File: config.mk
export PLATFORM = sky130hd
export DESIGN_NAME = sed_replacement_expander_unit
export DESIGN_NICKNAME = d
export VERILOG_FILES = /design/src/hw/rtl/sre_pkg.sv /design/src/hw/rtl/sed_replacement_expander_unit.sv
export SDC_FILE = /design/constraint.sdc
export NUM_CORES = 1
export LEC_CHECK = 0
export BUFFER_PORTS_ARGS = -buffer_cell sky130_fd_sc_hd__buf_2
export CORE_MARGIN = 2
export CORE_UTILIZATION = 54
export DETAILED_ROUTE_END_ITERATION = 16
export PLACE_DENSITY = 0.79
export SETUP_SLACK_MARGIN = 0.3
export SYNTH_ARGS = -nofsm -noshare
export SYNTH_HDL_FRONTEND = slang
export SYNTH_SLANG_ARGS = --single-unit
export TNS_END_PERCENT = 20
File: constraint.sdc
create_clock -name clk_i -period 4.1 [get_ports clk_i]
set_input_delay 0.82 -clock clk_i [delete_from_list [all_inputs] [get_ports clk_i]]
set_output_delay 0.82 -clock clk_i [all_outputs]
set_load 0.05 [all_outputs]
File: src/hw/rtl/sre_pkg.sv
// types and codes shared by the sed replacement expander
// holds the input and result beat structs, action and result codes
// no dependencies
package sre_pkg;

  // input action codes
  localparam logic [1:0] ActTemplate = 2'd0;
  localparam logic [1:0] ActGroup    = 2'd1;
  localparam logic [1:0] ActEnd      = 2'd2;

  // result kinds
  localparam logic [1:0] KindChar    = 2'd0;
  localparam logic [1:0] KindRequest = 2'd1;
  localparam logic [1:0] KindDone    = 2'd2;

  // configuration register indexes
  localparam logic RegGroupCount = 1'b0;

  localparam logic [3:0] GroupCountReset = 4'd10;

  // result queue
  localparam int unsigned QDepth = 4;
  localparam int unsigned QPtrW  = $clog2(QDepth);
  localparam int unsigned QCntW  = $clog2(QDepth + 1);

  // template characters
  localparam logic [7:0] ChBackslash = 8'h5c;
  localparam logic [7:0] ChAmp       = 8'h26;
  localparam logic [7:0] ChN         = 8'h6e;
  localparam logic [7:0] ChLowL      = 8'h6c;
  localparam logic [7:0] ChLowU      = 8'h75;
  localparam logic [7:0] ChUpL       = 8'h4c;
  localparam logic [7:0] ChUpU       = 8'h55;
  localparam logic [7:0] ChUpE       = 8'h45;
  localparam logic [7:0] ChZero      = 8'h30;
  localparam logic [7:0] ChOne       = 8'h31;
  localparam logic [7:0] ChNine      = 8'h39;
  localparam logic [7:0] ChNewline   = 8'h0a;

  typedef struct packed {
    logic [1:0] action;
    logic [7:0] data_char;
  } in_item_t;

  typedef struct packed {
    logic [1:0] result_kind;
    logic [7:0] out_char;
    logic [3:0] group_index;
  } out_item_t;

endpackage

File: src/hw/rtl/sed_replacement_expander_unit.sv
// sed replacement expander: template decode, case filter and result queue
// depends on sre_pkg
//
// usage: template bytes (action 0), group text bytes (action 1) and an end
// marker (action 2) arrive as beats on the in channel. each beat yields up to
// two result beats on the out channel: a case-filtered character, a group
// request, or expansion done. after a request the supplier streams that
// group's bytes back as action 1 beats; a group that did not match sends none.
// group_count is written through the apb port at address 0, by the user only
// while idle; the block itself does not enforce this. timing: a beat is
// captured in an input register, decoded combinationally from it and written
// into a four-entry result queue when the queue has room; its first result
// can then be taken from the queue head. one input beat per cycle is sustained
// while the queue has room; the end marker with a trailing backslash makes
// two result beats; the output drains at one beat per cycle when not stalled.
// the input register holds (in_stall_o high) while the queue has fewer than
// two free entries, so an out_stall_i backs up into the in channel after the
// queue fills. reset clears the case and escape flags, empties the queue and
// sets group_count to 10.
module sed_replacement_expander_unit (
  input  logic             clk_i,
  input  logic             rst_ni,
  input  logic             in_valid_i,
  output logic             in_stall_o,
  input  sre_pkg::in_item_t  in_data_i,
  output logic             out_valid_o,
  input  logic             out_stall_i,
  output sre_pkg::out_item_t out_data_o,
  input  logic             psel,
  input  logic             penable,
  input  logic             pwrite,
  input  logic [2:0]       paddr,
  input  logic [31:0]      pwdata,
  output logic [31:0]      prdata,
  output logic             pready
);
  import sre_pkg::*;

  function automatic logic [7:0] to_lower(input logic [7:0] c);
    to_lower = (c >= 8'h41 && c <= 8'h5a) ? c + 8'd32 : c;
  endfunction

  function automatic logic [7:0] to_upper(input logic [7:0] c);
    to_upper = (c >= 8'h61 && c <= 8'h7a) ? c - 8'd32 : c;
  endfunction

  // configuration
  logic [3:0] group_count_q;
  logic       cfg_wr;
  logic       reg_hit;

  assign pready  = 1'b1;
  assign reg_hit = (paddr[2] == RegGroupCount);
  assign cfg_wr  = psel && penable && pwrite && reg_hit;
  assign prdata  = reg_hit ? {28'd0, group_count_q} : 32'd0;

  always_ff @(posedge clk_i or negedge rst_ni) begin
    if (!rst_ni) begin
      group_count_q <= GroupCountReset;
    end else if (cfg_wr) begin
      group_count_q <= pwdata[3:0];
    end
  end

  // input register
  logic     s_valid_q;
  in_item_t s_item_q;
  logic     room;
  logic     s_fire;
  logic     in_fire;
  logic [QCntW-1:0] cnt_q, cnt_d;

  assign room       = cnt_q <= QCntW'(QDepth - 2);
  assign s_fire     = s_valid_q && room;
  assign in_stall_o = s_valid_q && !room;
  assign in_fire    = in_valid_i && !in_stall_o;

  always_ff @(posedge clk_i or negedge rst_ni) begin
    if (!rst_ni) begin
      s_valid_q <= 1'b0;
    end else if (in_fire) begin
      s_valid_q <= 1'b1;
    end else if (s_fire) begin
      s_valid_q <= 1'b0;
    end
  end

  always_ff @(posedge clk_i) begin
    if (in_fire) begin
      s_item_q <= in_data_i;
    end
  end

  // decode and case filter
  logic esc_q, esc_d;
  logic lnext_q, lnext_d, unext_q, unext_d;
  logic lon_q, lon_d, uon_q, uon_d;
  logic       emit, req, done;
  logic [7:0] src, filt;
  logic [3:0] req_grp;
  logic [3:0] digit;
  logic [7:0] c;
  out_item_t  r0, r1;
  logic [1:0] push_n;

  assign c     = s_item_q.data_char;
  assign digit = 4'(c - ChZero);

  always_comb begin
    esc_d   = esc_q;
    lnext_d = lnext_q;
    unext_d = unext_q;
    lon_d   = lon_q;
    uon_d   = uon_q;
    emit    = 1'b0;
    req     = 1'b0;
    done    = 1'b0;
    src     = c;
    req_grp = 4'd0;
    if (s_fire) begin
      case (s_item_q.action)
        ActGroup: begin
          emit = 1'b1;
        end
        ActEnd: begin
          emit = esc_q;
          src  = ChBackslash;
          done = 1'b1;
        end
        ActTemplate: begin
          if (!esc_q) begin
            if (c == ChBackslash) begin
              esc_d = 1'b1;
            end else if (c == ChAmp) begin
              req = 1'b1;
            end else begin
              emit = 1'b1;
            end
          end else begin
            esc_d = 1'b0;
            if (c >= ChOne && c <= ChNine) begin
              req     = digit < group_count_q;
              req_grp = digit;
            end else begin
              case (c)
                ChN: begin
                  emit = 1'b1;
                  src  = ChNewline;
                end
                ChLowL: begin
                  lnext_d = 1'b1;
                  unext_d = 1'b0;
                end
                ChLowU: begin
                  unext_d = 1'b1;
                  lnext_d = 1'b0;
                end
                ChUpL: begin
                  lon_d = 1'b1;
                  uon_d = 1'b0;
                end
                ChUpU: begin
                  uon_d = 1'b1;
                  lon_d = 1'b0;
                end
                ChUpE: begin
                  lon_d   = 1'b0;
                  uon_d   = 1'b0;
                  lnext_d = 1'b0;
                  unext_d = 1'b0;
                end
                default: begin
                  emit = 1'b1;
                end
              endcase
            end
          end
        end
        default: ;
      endcase
    end

    // one-shot flags are consumed by the emitted character
    if (lnext_q)      filt = to_lower(src);
    else if (unext_q) filt = to_upper(src);
    else if (lon_q)   filt = to_lower(src);
    else if (uon_q)   filt = to_upper(src);
    else              filt = src;
    if (emit) begin
      if (lnext_q) lnext_d = 1'b0;
      else         unext_d = 1'b0;
    end

    if (done) begin
      esc_d   = 1'b0;
      lnext_d = 1'b0;
      unext_d = 1'b0;
      lon_d   = 1'b0;
      uon_d   = 1'b0;
    end

    r1 = '{result_kind: KindDone, out_char: 8'd0, group_index: 4'd0};
    if (emit) begin
      r0 = '{result_kind: KindChar, out_char: filt, group_index: 4'd0};
    end else if (req) begin
      r0 = '{result_kind: KindRequest, out_char: 8'd0, group_index: req_grp};
    end else begin
      r0 = r1;
    end
    push_n = {1'b0, emit || req || done} + {1'b0, emit && done};
  end

  always_ff @(posedge clk_i or negedge rst_ni) begin
    if (!rst_ni) begin
      esc_q   <= 1'b0;
      lnext_q <= 1'b0;
      unext_q <= 1'b0;
      lon_q   <= 1'b0;
      uon_q   <= 1'b0;
    end else begin
      esc_q   <= esc_d;
      lnext_q <= lnext_d;
      unext_q <= unext_d;
      lon_q   <= lon_d;
      uon_q   <= uon_d;
    end
  end

  // result queue
  out_item_t        q_mem [QDepth];
  logic [QPtrW-1:0] wr_q, rd_q;
  logic [QPtrW-1:0] wr_nxt;
  logic             pop;

  assign wr_nxt      = wr_q + QPtrW'(1);
  assign out_valid_o = cnt_q != '0;
  assign out_data_o  = q_mem[rd_q];
  assign pop         = out_valid_o && !out_stall_i;
  assign cnt_d       = cnt_q + QCntW'(push_n) - QCntW'(pop);

  always_ff @(posedge clk_i) begin
    if (push_n != 2'd0) begin
      q_mem[wr_q] <= r0;
    end
    if (push_n == 2'd2) begin
      q_mem[wr_nxt] <= r1;
    end
  end

  always_ff @(posedge clk_i or negedge rst_ni) begin
    if (!rst_ni) begin
      wr_q  <= '0;
      rd_q  <= '0;
      cnt_q <= '0;
    end else begin
      wr_q  <= wr_q + QPtrW'(push_n);
      rd_q  <= rd_q + QPtrW'(pop);
      cnt_q <= cnt_d;
    end
  end

  // checks
  a_cnt_bound: assert property (@(posedge clk_i) disable iff (!rst_ni)
    cnt_q <= QCntW'(QDepth))
    else $error("result queue count overflow");

  a_two_only_at_end: assert property (@(posedge clk_i) disable iff (!rst_ni)
    push_n == 2'd2 |-> s_item_q.action == ActEnd)
    else $error("two results from a non-end beat");

  a_end_clears: assert property (@(posedge clk_i) disable iff (!rst_ni)
    (s_fire && s_item_q.action == ActEnd) |=>
      !esc_q && !lnext_q && !unext_q && !lon_q && !uon_q)
    else $error("state not cleared after end of template");

  a_req_in_range: assert property (@(posedge clk_i) disable iff (!rst_ni)
    (push_n != 2'd0 && r0.result_kind == KindRequest) |->
      (r0.group_index == 4'd0 || r0.group_index < group_count_q))
    else $error("group request out of range");

  a_no_push_without_room: assert property (@(posedge clk_i) disable iff (!rst_ni)
    push_n != 2'd0 |-> s_valid_q && cnt_q <= QCntW'(QDepth - 2))
    else $error("push into a full result queue");

endmodule

==> results.yml <==
clock_tree:
  ctsResizeCount: 0
  post_cts_buffers: 0
  cts_tree: "done"
  cts_buffer_depth: 2
  path_clk_slew_ps: 90
  htreeDepth: 3
  ctsHoldBuffers: 0
  cts.sink_count: 83
  root_buffer: "clkbuf_8"
  cts_inserted_buffers: 9
  clock_latency_ps: 370
setup_path:
  worstPathRequired_ps: 4410
  cp_slowest_cell: "edfxtp_1"
  worstPathMaxFanout: 10
  max_stage_delay_ps: 560
  cp-start-kind: "flop"
  cp_cell_sequence: "nor4b_2, nand4b_1, or2_2, a21oi_1, inv_1, ha_1, nor3b_1, o311ai_0, a21o_1, or4_1, nor4b_2, a32o_1"
  crit_arrival_ps: 3790
  crit_top_cell: "nor4b_2"
  end_kind: "flop"
  crit_type: "flop to flop"
detailed_routing:
  viasPerCell: 6.038
  vias: 3792
  drc: 0
  ant_nets: 0
  drt_iter0_markers: 337
  wl_per_cell_um: 16.93
  wl_um: 10640
  drt_pass1_iterations: 5
sta:
  slew_headroom: 0.3246
  fin_setup_tns_ps: 0
  finalMaxSlewViolations: 0
  fin_crit_sh: 0.8492
  finalSetupViolations: 0
  period_minus_slack_ps: 3482
  fin_hold_ws_ps: 375.9
  hold_violations: 0
  worst_slew_pin_slew_ps: 1009
  rsz0062_at_grt: "no"
  fin_skew_ps: 14.24
  timing.fmax_mhz: 287.2
finish:
  num_antenna_cells: 0
  drive_gt1_frac: 0.1836
  fill_cells: 725
  seqCellArea_sq_um: 1849
  multi_input_area_sq_um: 2454
  fin_nets: 581
  synthToLayoutAreaGrowth_pct: 5.898
logic_synthesis:
  synth.most_common_cell: "nand2_1"
  synth_common_cells: "nand2_1 (58), dfxtp_1 (56), buf_4 (31)"
  synth_edf_count: 10
  synth_warnings: 0
  synthesis.area_sq_um: 4667
  synth_top_area_share: 0.2402
  async_flop_share: 0.2048
  netlist-cell-type-count: 68
  seq_area_frac_synth: 0.3962
  postSynthCellCount: 493
  synth-main-ff-cell: "dfxtp_1"
  yosysTopAreaCell: "dfxtp_1"
  synth_area_leaders: "dfxtp_1 (24%), dfrtp_1 (8.0%), mux4_2 (6.8%)"
  syn_avg_cell_area_sq_um: 9.466
  ys_seq_elements: 83
floorplan:
  core_area_sq_um: 8299
  die_h_um: 96.97
  dieWidth_um: 96.97
  start_util: 0.5623
  ios: 101
  num_rows: 33
  dieArea_sq_um: 9402
grt:
  grt_first_pass_wirelength_um: 17970
  grt_usage: 0.2324
  antenna_found_initial: 0
  gr-total-overflow: 0
  grt_max_degree: 40
  grt_pass1_vias: 3771
power_and_ir_drop:
  p_int_uw: 1945
  pwr-share-clk: 0.146
  irDropWorstVdd_mv: 0.3379
  power_uw: 3710
  switchingPower_uw: 1765
  power_density_nw_per_um2: 750.6
  swShare: 0.4756
  p_leak_uw: 0.002020
  seqPwrFrac: 0.371
  p_comb_frac: 0.483
placement:
  place_congestion: 0.9090
  place_hpwl_um: 7292
  io_buffers: 41
run_status:
  status: "finished clean"
hold_path:
  hold_class: "primary input to asynchronous set/reset pin"
flow_run:
  cap_violations: 0
==> cells by family (layout without fill, tap and decap cells) <==
logic type / after synthesis / count (layout) / synth area share
AO/OA/AOI/OAI: 105 / 105 / 0.1544
XOR/XNOR: 5 / 5 / 0.009385
adder cells (fa/ha/maj): 11 / 11 / 0.03110
buffers and inverters: 83 / 86 / 0.1005
flip-flops: 83 / 83 / 0.3962
multiplexers: 41 / 41 / 0.1268
other: 2 / 29 / 0.001609
AND/OR/NAND/NOR: 163 / 163 / 0.1799
==> cell type report <==
cell class | instances | area share
Multi-Input combinational cell | 354 | 0.4965
Sequential cell | 83 | 0.3742
Timing Repair Buffer | 46 | 0.04911
Tap cell | 105 | 0.02658
Clock buffer | 10 | 0.02582
Inverter | 24 | 0.01823
Clock inverter | 6 | 0.009620
==> state kept, by name, summed over array words and instances (netlist names) <==
name	flops
unext_q	1
s_valid_q	1
rd_q	2
group_count_q	4
s_item_q	2
wr_q	2
uon_q	1
esc_q	1
lnext_q	1
q_mem	56
c	8
cnt_q	3
lon_q	1
==> critical path, delay by kind of cell (launching register included) <==
family                     cells  cell delay, ps
AOI/OAI and AO/OA              4            1090
adders and majority gates      1             220
buffers and inverters          1              80
DFF                            1             560
and+or+nand+nor                6            1490
==> power groups by stage <==
stage / clock network [uW] / registers (uW) / logic, uW
2_1_floorplan: 0 / 1200 / 1620
3_3_place_gp: 0 / 1360 / 1710
3_5_place_dp: 0 / 1380 / 1770
4_1_cts: 547 / 1370 / 1780
5_1_grt: 587 / 1410 / 1960
6_report: 542 / 1380 / 1790
==> per-stage QoR <==
step	cell area, sq um	util	setup WS (ps)	cells
after floorplan	4768	-	800.9	520
after global placement	4763	0.5739	734.0	612
after detailed placement	4763	0.5739	626.0	612
after CTS	4938	0.5951	577.0	628
after global routing	4942	0.5955	376.5	628
final	4942	0.5955	618.4	628
==> per-layer routing <==
metal	vias to the layer above	share of wire	track usage
met5	-	0	0
met4	0	0.018	0.08234
met3	23	0.082	0.05780
met2	177	0.50	0.3884
met1	1823	0.40	0.2928
li1	1769	-	-
==> worst paths after layout <==
check | endpoint | from | slack (ps) | depth (start not counted)
worst max-delay path | q_mem[0][10] | c[4] | 620 | 12
worst min-delay path | unext_q | rst_ni | 380 | 1
worst max register to register | q_mem[0][10] | c[4] | 620 | 12
worst min register to register | q_mem[3][5] | q_mem[3][5] | 460 | 2
max in group asynchronous | group_count_q[1] | rst_ni | 3400 | 1
min in group clk_i | q_mem[3][5] | q_mem[3][5] | 460 | 2
==> cell usage in the layout (no fill, tap or decap), types with 4 or more instances in the layout <==
| cell | n |
|---|---|
| o21ai_1 | 7 |
| buf_2 | 41 |
| edfxtp_1 | 10 |
| inv_1 | 23 |
| o22ai_1 | 5 |
| or3_1 | 14 |
| mux4_2 | 14 |
| nand2_1 | 58 |
| o211ai_1 | 7 |
| a21oi_1 | 26 |
| nand2b_1 | 6 |
| dfxtp_1 | 56 |
| o21ai_0 | 12 |
| nor2b_1 | 4 |
| mux2i_1 | 22 |
| a22oi_1 | 9 |
| nor2_1 | 29 |
| a211oi_1 | 5 |
| a31oi_1 | 7 |
| buf_4 | 5 |
| mux2_2 | 5 |
| ha_1 | 10 |
| nor3_1 | 8 |
| nand3_1 | 19 |
| conb_1 | 29 |
| clkbuf_8 | 9 |
| dfrtp_1 | 15 |
Note: power is estimated with default switching activity, not from simulation.
